===== src/hdl/lsfp_pkg.sv =====
package lsfp_pkg;

    // sample and grid geometry
    localparam int SampleW   = 32;
    localparam int RowCount  = 4;
    localparam int CellCount = 5;

    // column counter, saturates at its all-ones value
    localparam int CountW         = 10;
    localparam int ColumnsDefault = 256;

    typedef logic signed [SampleW-1:0] sample_t;
    typedef sample_t [RowCount-1:0]    column_t;

    // stage enables for the two-stage Laplacian unit
    typedef struct packed {
        logic sum_en;
        logic sat_en;
    } lap_ctrl_t;

endpackage


===== src/hdl/lsfp_if.sv =====
// column transaction: one grid column of four rows
interface lsfp_in_if;
    import lsfp_pkg::*;

    logic    valid;
    logic    ready;
    logic    row_start;
    sample_t row1_sample;
    sample_t row2_sample;
    sample_t row3_sample;
    sample_t row4_sample;

    modport source (
        output valid, row_start, row1_sample, row2_sample, row3_sample, row4_sample,
        input  ready
    );
    modport sink (
        input  valid, row_start, row1_sample, row2_sample, row3_sample, row4_sample,
        output ready
    );
endinterface

// result transaction: four Laplacians and an end-of-row flag
interface lsfp_out_if;
    import lsfp_pkg::*;

    logic    valid;
    logic    ready;
    sample_t lap_west;
    sample_t lap_mid;
    sample_t lap_east;
    sample_t lap_down;
    logic    row_last;

    modport source (
        output valid, lap_west, lap_mid, lap_east, lap_down, row_last,
        input  ready
    );
    modport sink (
        input  valid, lap_west, lap_mid, lap_east, lap_down, row_last,
        output ready
    );
endinterface


===== src/hdl/lsfp_cell.sv =====
// One window cell: holds a grid column and passes it to the older neighbour
module lsfp_cell (
    input  logic             clk,
    input  logic             shift,
    input  lsfp_pkg::column_t col_in,
    output lsfp_pkg::column_t col_out
);
    import lsfp_pkg::*;

    column_t col_reg;

    // take the newer column on each accepted transaction
    always_ff @(posedge clk)
    begin
        if (shift)
        begin
            col_reg <= col_in;
        end
    end

    assign col_out = col_reg;

endmodule


===== src/hdl/lsfp_lap.sv =====
// Five-point Laplacian, 4*centre - up - down - left - right, saturated.
// Stage 1 forms the vertical and horizontal partial sums, stage 2 combines
// and clamps.
module lsfp_lap (
    input  logic                clk,
    input  lsfp_pkg::lap_ctrl_t ctrl,
    input  lsfp_pkg::sample_t   centre,
    input  lsfp_pkg::sample_t   up,
    input  lsfp_pkg::sample_t   down,
    input  lsfp_pkg::sample_t   left,
    input  lsfp_pkg::sample_t   right,
    output lsfp_pkg::sample_t   lap
);
    import lsfp_pkg::*;

    localparam int VertW = SampleW + 3;
    localparam int HorzW = SampleW + 1;
    localparam int SumW  = SampleW + 4;

    logic signed [VertW-1:0] vert_reg;
    logic signed [VertW-1:0] vert_next;
    logic signed [HorzW-1:0] horz_reg;
    logic signed [HorzW-1:0] horz_next;
    logic signed [SumW-1:0]  total;
    sample_t                 lap_reg;
    sample_t                 lap_next;

    // partial sums
    assign vert_next = (VertW'(centre) <<< 2) - VertW'(up) - VertW'(down);
    assign horz_next = HorzW'(left) + HorzW'(right);

    // combine and clamp to the sample range
    always_comb
    begin
        total = SumW'(vert_reg) - SumW'(horz_reg);
        if (total[SumW-1:SampleW-1] == '0 || total[SumW-1:SampleW-1] == '1)
        begin
            lap_next = total[SampleW-1:0];
        end
        else if (total[SumW-1])
        begin
            lap_next = {1'b1, {(SampleW-1){1'b0}}};
        end
        else
        begin
            lap_next = {1'b0, {(SampleW-1){1'b1}}};
        end
    end

    always_ff @(posedge clk)
    begin
        if (ctrl.sum_en)
        begin
            vert_reg <= vert_next;
            horz_reg <= horz_next;
        end
        if (ctrl.sat_en)
        begin
            lap_reg <= lap_next;
        end
    end

    assign lap = lap_reg;

endmodule


===== src/hdl/laplacian_stencil_four_point.sv =====
// Five-point Laplacian stencil over a stream of four-row grid columns. One
// column transaction is taken per clock cycle unless back-pressure has
// filled the pipeline; a column passes through the column window, then the
// partial-sum stage, then the output register. The column window, the
// partial-sum stage and the output register each hold only while the stage
// after them is full and stalled, so bubbles close up under back-pressure.
// A row of COLUMNS+4 columns gives COLUMNS results: the first four columns
// after row_start (or after reset) only fill the five-cell column window and
// give none. Throughput is set by the column window, which shifts once per
// accepted transaction; each Laplacian is one partial-sum stage (35-bit
// vertical, 33-bit horizontal) followed by one 36-bit subtract-and-clamp stage.
module laplacian_stencil_four_point #(
    parameter int COLUMNS = lsfp_pkg::ColumnsDefault
) (
    input  logic              clk,
    input  logic              rst_n,
    lsfp_in_if.sink           columns,
    lsfp_out_if.source        laplacians
);
    import lsfp_pkg::*;

    localparam logic [CountW-1:0] CountMax  = '1;
    localparam logic [CountW-1:0] FirstEmit = CountW'(CellCount);
    localparam logic [CountW-1:0] LastCount = CountW'(COLUMNS + CellCount - 1);

    // pipeline control
    logic              pend_valid_reg;
    logic              pend_last_reg;
    logic              sum_valid_reg;
    logic              sum_last_reg;
    logic              out_valid_reg;
    logic              out_last_reg;
    logic [CountW-1:0] count_reg;
    logic [CountW-1:0] count_base;
    logic [CountW-1:0] count_next;
    logic              en_pend;
    logic              en_sum;
    logic              en_out;
    logic              accept;
    lap_ctrl_t         lap_ctrl;

    column_t           in_column;
    column_t           cell_col  [CellCount];
    column_t           cell_feed [CellCount];

    // each stage moves when it is empty or the next one moves
    assign en_out  = !out_valid_reg || laplacians.ready;
    assign en_sum  = !sum_valid_reg || en_out;
    assign en_pend = !pend_valid_reg || en_sum;
    assign accept  = columns.valid && en_pend;

    assign columns.ready = en_pend;

    assign lap_ctrl.sum_en = en_sum;
    assign lap_ctrl.sat_en = en_out;

    // column counter, restarted by row_start
    always_comb
    begin
        count_base = columns.row_start ? '0 : count_reg;
        count_next = (count_base < CountMax) ? count_base + 1'b1 : count_base;
    end

    always_ff @(posedge clk or negedge rst_n)
    begin
        if (!rst_n)
        begin
            count_reg      <= '0;
            pend_valid_reg <= 1'b0;
            sum_valid_reg  <= 1'b0;
            out_valid_reg  <= 1'b0;
            pend_last_reg  <= 1'b0;
            sum_last_reg   <= 1'b0;
            out_last_reg   <= 1'b0;
        end
        else
        begin
            if (accept)
            begin
                count_reg <= count_next;
            end
            if (en_pend)
            begin
                pend_valid_reg <= accept && (count_next >= FirstEmit);
                pend_last_reg  <= count_next == LastCount;
            end
            if (en_sum)
            begin
                sum_valid_reg <= pend_valid_reg;
                sum_last_reg  <= pend_last_reg;
            end
            if (en_out)
            begin
                out_valid_reg <= sum_valid_reg;
                out_last_reg  <= sum_last_reg;
            end
        end
    end

    // column window: cell 4 newest, cell 0 oldest
    assign in_column[0] = columns.row1_sample;
    assign in_column[1] = columns.row2_sample;
    assign in_column[2] = columns.row3_sample;
    assign in_column[3] = columns.row4_sample;

    for (genvar k = 0; k < CellCount; k++)
    begin : g_cell
        if (k == CellCount - 1)
        begin : g_head
            assign cell_feed[k] = in_column;
        end
        else
        begin : g_body
            assign cell_feed[k] = cell_col[k+1];
        end

        lsfp_cell u_cell (
            .clk     (clk),
            .shift   (accept),
            .col_in  (cell_feed[k]),
            .col_out (cell_col[k])
        );
    end

    // Laplacian units
    lsfp_lap u_lap_west (
        .clk    (clk),
        .ctrl   (lap_ctrl),
        .centre (cell_col[1][1]),
        .up     (cell_col[1][0]),
        .down   (cell_col[1][2]),
        .left   (cell_col[0][1]),
        .right  (cell_col[2][1]),
        .lap    (laplacians.lap_west)
    );

    lsfp_lap u_lap_mid (
        .clk    (clk),
        .ctrl   (lap_ctrl),
        .centre (cell_col[2][1]),
        .up     (cell_col[2][0]),
        .down   (cell_col[2][2]),
        .left   (cell_col[1][1]),
        .right  (cell_col[3][1]),
        .lap    (laplacians.lap_mid)
    );

    lsfp_lap u_lap_east (
        .clk    (clk),
        .ctrl   (lap_ctrl),
        .centre (cell_col[3][1]),
        .up     (cell_col[3][0]),
        .down   (cell_col[3][2]),
        .left   (cell_col[2][1]),
        .right  (cell_col[4][1]),
        .lap    (laplacians.lap_east)
    );

    lsfp_lap u_lap_down (
        .clk    (clk),
        .ctrl   (lap_ctrl),
        .centre (cell_col[2][2]),
        .up     (cell_col[2][1]),
        .down   (cell_col[2][3]),
        .left   (cell_col[1][2]),
        .right  (cell_col[3][2]),
        .lap    (laplacians.lap_down)
    );

    assign laplacians.valid    = out_valid_reg;
    assign laplacians.row_last = out_last_reg;

    // full pipeline with a stalled output takes no column
    a_full_stall: assert property (@(posedge clk) disable iff (!rst_n)
        pend_valid_reg && sum_valid_reg && out_valid_reg && !laplacians.ready
        |-> !columns.ready)
        else $error("column taken while pipeline is full and stalled");

    // row_start restarts the count at one
    a_row_restart: assert property (@(posedge clk) disable iff (!rst_n)
        accept && columns.row_start |=> count_reg == 1)
        else $error("column count not restarted by row_start");

    // within a row the count never falls
    a_count_mono: assert property (@(posedge clk) disable iff (!rst_n)
        accept && !columns.row_start |=> count_reg >= $past(count_reg))
        else $error("column count fell within a row");

    // a result only appears after passing the sum stage
    a_out_source: assert property (@(posedge clk) disable iff (!rst_n)
        $rose(out_valid_reg) |-> $past(sum_valid_reg))
        else $error("result valid without a summed transaction");

endmodule

===== src/flat_wrapper.sv =====
// flat-port wrapper written by rule: the top's interface ports become plain ports
module laplacian_stencil_four_point_flat import lsfp_pkg::*;
#(
    parameter int COLUMNS = lsfp_pkg::ColumnsDefault
)
  (clk, rst_n, columns_valid, columns_row_start, columns_row1_sample, columns_row2_sample, columns_row3_sample, columns_row4_sample, columns_ready, laplacians_valid, laplacians_lap_west, laplacians_lap_mid, laplacians_lap_east, laplacians_lap_down, laplacians_row_last, laplacians_ready);
  lsfp_in_if columns_i ();
  lsfp_out_if laplacians_i ();
  input  logic clk;
  input  logic rst_n;
  input wire logic [$bits(columns_i.valid)-1:0] columns_valid;
  input wire logic [$bits(columns_i.row_start)-1:0] columns_row_start;
  input wire logic [$bits(columns_i.row1_sample)-1:0] columns_row1_sample;
  input wire logic [$bits(columns_i.row2_sample)-1:0] columns_row2_sample;
  input wire logic [$bits(columns_i.row3_sample)-1:0] columns_row3_sample;
  input wire logic [$bits(columns_i.row4_sample)-1:0] columns_row4_sample;
  output wire logic [$bits(columns_i.ready)-1:0] columns_ready;
  output wire logic [$bits(laplacians_i.valid)-1:0] laplacians_valid;
  output wire logic [$bits(laplacians_i.lap_west)-1:0] laplacians_lap_west;
  output wire logic [$bits(laplacians_i.lap_mid)-1:0] laplacians_lap_mid;
  output wire logic [$bits(laplacians_i.lap_east)-1:0] laplacians_lap_east;
  output wire logic [$bits(laplacians_i.lap_down)-1:0] laplacians_lap_down;
  output wire logic [$bits(laplacians_i.row_last)-1:0] laplacians_row_last;
  input wire logic [$bits(laplacians_i.ready)-1:0] laplacians_ready;
  assign columns_i.valid = columns_valid;
  assign columns_i.row_start = columns_row_start;
  assign columns_i.row1_sample = columns_row1_sample;
  assign columns_i.row2_sample = columns_row2_sample;
  assign columns_i.row3_sample = columns_row3_sample;
  assign columns_i.row4_sample = columns_row4_sample;
  assign columns_ready = columns_i.ready;
  assign laplacians_valid = laplacians_i.valid;
  assign laplacians_lap_west = laplacians_i.lap_west;
  assign laplacians_lap_mid = laplacians_i.lap_mid;
  assign laplacians_lap_east = laplacians_i.lap_east;
  assign laplacians_lap_down = laplacians_i.lap_down;
  assign laplacians_row_last = laplacians_i.row_last;
  assign laplacians_i.ready = laplacians_ready;
  laplacian_stencil_four_point #(.COLUMNS(COLUMNS)) u_core (.clk(clk), .rst_n(rst_n), .columns(columns_i), .laplacians(laplacians_i));
endmodule

===== config.mk =====
export PLATFORM = sky130hd
export DESIGN_NAME = laplacian_stencil_four_point_flat
export DESIGN_NICKNAME = d
export VERILOG_FILES = /design/src/hdl/lsfp_pkg.sv /design/src/hdl/lsfp_if.sv /design/src/hdl/lsfp_cell.sv /design/src/hdl/lsfp_lap.sv /design/src/hdl/laplacian_stencil_four_point.sv /design/src/flat_wrapper.sv
export SDC_FILE = /design/constraint.sdc
export NUM_CORES = 2
export LEC_CHECK = 0
export ABC_AREA = 1
export BUFFER_PORTS_ARGS = -buffer_cell sky130_fd_sc_hd__buf_2
export CAP_MARGIN = 25
export CELL_PAD_IN_SITES_DETAIL_PLACEMENT = 1
export CELL_PAD_IN_SITES_GLOBAL_PLACEMENT = 1
export CORE_UTILIZATION = 44
export CTS_CLUSTER_DIAMETER = 150
export CTS_CLUSTER_SIZE = 8
export DETAILED_ROUTE_END_ITERATION = 8
export MAX_ROUTING_LAYER = met4
export PLACE_DENSITY_LB_ADDON = 0.1
export REMOVE_ABC_BUFFERS = 1
export SYNTH_ARGS = -nofsm -noshare
export SYNTH_HDL_FRONTEND = slang
export SYNTH_SLANG_ARGS = --single-unit

===== constraint.sdc =====
create_clock -name clk -period 17.4 [get_ports clk]
set_input_delay 3.48 -clock clk [delete_from_list [all_inputs] [get_ports clk]]
set_output_delay 3.48 -clock clk [all_outputs]
set_load 0.005 [all_outputs]

==> impl_metrics.env <==
export IMPL_cts_made_buffers=133
export IMPL_final_common_cell="nand2_1"
export IMPL_cts_buffer_depth=3
export IMPL_first_iter_violations=2934
export IMPL_rsz0062_at_grt="false"
export IMPL_yosys_area_top_type_share=0.480
export IMPL_cp_slowest_stage_delay_ns=0.57
export IMPL_worstSkewPairLatency_ns=0.77
export IMPL_p_sw_frac=0.429
export IMPL_final_area_um2=64100
export IMPL_r2r_setup_slack_ns=11.73
export IMPL_clk_pin_slew_ns=0.05
export IMPL_syn_avg_cell_area_um2=9.49
export IMPL_hold_violations=0
export IMPL_grt_pass1_wl_um=286000
export IMPL_antenna_found_initial=16
export IMPL_design_core_area_um2=128000
export IMPL_pwr_share_seq=0.313
export IMPL_root_buffer="clkbuf_16"
export IMPL_ir_drop_uv=132
export IMPL_crit_chain="buf_2 -> nor2_1 -> inv_6 -> nor2_1 -> nand2_1 -> buf_2"
export IMPL_dieArea_um2=131000
export IMPL_dp_hpwl_um=157000
export IMPL_ys_seq_elements=928
export IMPL_synth_area_leaders="edfxtp_1 48%, nand2_1 10%, ha_1 9.0%, inv_1 6.2%, fa_1 4.9%"
export IMPL_chipWidth_um=362
export IMPL_hold_start="u_core.g_cell[3].u_cell.col_out[108]"
export IMPL_pre_cts_ws_ns=8.51
export IMPL_cts_setup_buffers=0
export IMPL_crit_type="input pin to output port"
export IMPL_reg2reg_depth=11
export IMPL_place_area_um2=60500
export IMPL_comb_power_share=0.485
export IMPL_crit_start="laplacians_ready"
export IMPL_synthArstFlopShare=0.0172
export IMPL_end_kind="output port"
export IMPL_slew_viol_final=0
export IMPL_finalNonFillerCells=8150
export IMPL_required_ns=13.92
export IMPL_period_needed_ns=8.63
export IMPL_cp_max_fo=74
export IMPL_worst_pin_slew_ns=1.06
export IMPL_layout_setup_ws_ns=8.77
export IMPL_fin_nets=7082
export IMPL_period_share=0.496
export IMPL_power_frac_clock=0.202
export IMPL_largest_reg_flops=512
export IMPL_dp_cells=7992
export IMPL_p_sw_w=0.00498
export IMPL_via_per_inst=5.35
export IMPL_ys_seq_area_frac=0.487
export IMPL_drive_above_1_share=0.0770
export IMPL_drc=0
export IMPL_ys_types=43
export IMPL_cp_top_family="simple AND/OR/NAND/NOR gates"
export IMPL_grt_pass1_vias=45300
export IMPL_drv_cap=0
export IMPL_fmaxAchievable_mhz=116
export IMPL_avgRoutedWirePerCell_um=23.7
export IMPL_htree_levels=4
export IMPL_crit_arrival_ns=5.15
export IMPL_grt_use_total=0.305
export IMPL_cp_depth=6
export IMPL_tritoncts="done"
export IMPL_cts_sinks=928
export IMPL_rows=131
export IMPL_final_setup_skew_ns=0.0296
export IMPL_total_power_w=0.0116
export IMPL_start_util=0.445
export IMPL_die_h_um=362
export IMPL_finalSetupViolCount=0
export IMPL_first_pass_iters=5
export IMPL_num_vias=43600
export IMPL_synth_area_um2=57100
export IMPL_synth_edf_count=912
export IMPL_p_int_w=0.00662
export IMPL_p_leak_nw=29.3
export IMPL_grt_max_degree=104
export IMPL_ys_warn_count=0
export IMPL_postRouteAntennaNets=0
export IMPL_finalWirelength_um=193000
export IMPL_layout_common_cells="1520 x nand2_1, 941 x inv_1, 912 x edfxtp_1, 451 x nor2_1, 410 x ha_1"
export IMPL_netlist_instances=6012
export IMPL_reg2reg_from="u_core.laplacians.valid"
export IMPL_synth_top_area_cell="edfxtp_1"
export IMPL_grt_overflow_total=0
export IMPL_area_growth_syn_to_layout_pct=12.3
export IMPL_critPathLaunchType="input pin"
export IMPL_crit_end="columns_ready"
export IMPL_whs_ns=0.412
export IMPL_cts_hold_buf=0
export IMPL_hold_class="flip-flop to flip-flop"
export IMPL_cts_resized=0
export IMPL_cpMaxStageDelayCell="nor2_1"
export IMPL_worst_path_buf_inv=3
export IMPL_synth_top_flop_cell="edfxtp_1"
export IMPL_numPortBuffers=263
export IMPL_status="finished, final reports clean"
export IMPL_pwr_density_cell_nw_per_um2=181
export IMPL_routabilityCongestion=0.997
export IMPL_r2r_end="u_core.g_cell[4].u_cell.col_out[82]"
export IMPL_slew_headroom=0.284
export IMPL_io_pins=264
==> synth_stat cells, types with 8 or more instances <==
master and n:
nand2_1 1520, inv_1 944, edfxtp_1 912, nor2_1 451
ha_1 410, a21oi_1 408, xor2_1 246, nand3_1 195
o21ai_0 144, fa_1 140, xnor2_1 109, o21bai_1 68
a21o_1 67, nor3_1 54, a31oi_1 48, nand2_2 41
nand4_1 29, a21boi_0 21, nor4_1 20, buf_2 18
o21a_1 17, dfrtp_1 16, o211ai_1 15, a211oi_1 13
o2111ai_1 11, nand3b_1 10, and2_1 9, or2_2 9
a221oi_1 8, and3_1 8, buf_6 8, o221ai_1 8
==> layer usage <==
| layer | track usage | vias up | part of all wire |
|---|---|---|---|
| li1 | - | 20700 | - |
| met1 | 0.387 | 21500 | 0.44 |
| met2 | 0.499 | 1040 | 0.48 |
| met3 | 0.0417 | 312 | 0.046 |
| met4 | 0.106 | 0 | 0.035 |
| met5 | - | - | 0 |
==> metrics by stage <==
stage          TNS (ns)   util
2_1_floorplan   -154.42      -
3_3_place_gp          0  0.472
3_5_place_dp          0  0.472
4_1_cts               0  0.500
5_1_grt               0  0.500
6_report              0  0.500
==> cell type report <==
cell class                 count  area, um^2
inverter                     949        3580
antenna                        5        12.5
tap                         1729        2160
clock inverter                 9         128
timing repair buffer         281        1480
fill                       14600       64100
sequential                   928       27800
clock buffer                 143        3430
multi-input combinational   4106       25500
==> worst min-delay path by stage <==
stage,to,cells after the start,slack [ns]
6_report,u_core.g_cell[2].u_cell.col_out[108],0,0.41
5_1_grt,u_core.g_cell[2].u_cell.col_out[98],0,0.42
4_1_cts,u_core.g_cell[2].u_cell.col_out[98],0,0.41
3_5_place_dp,u_core.g_cell[2].u_cell.col_out[109],0,0.41
3_3_place_gp,u_core.g_cell[3].u_cell.col_out[96],0,0.40
2_1_floorplan,u_core.g_cell[2].u_cell.col_out[100],0,0.40
==> power by group through the flow <==
stage	combinational (W)	sequential, W	clock (W)
after floorplan	0.00390	0.00357	0
after global placement	0.00550	0.00365	0
after detailed placement	0.00561	0.00366	0
after CTS	0.00566	0.00363	0.00240
after global routing	0.00637	0.00367	0.00247
final	0.00563	0.00363	0.00235
==> logic make-up (layout without fill, tap and decap cells) <==
logic type,after synthesis,count (layout),share of synthesized area
AO/OA/AOI/OAI,844,844,0.0871
XOR/XNOR,355,355,0.0545
adder cells (fa/ha/maj),550,550,0.139
buffers and inverters,978,1382,0.0658
flip-flops,928,928,0.487
other,0,5,0
AND/OR/NAND/NOR,2357,2357,0.167
Power figures use the tool's default switching activity.
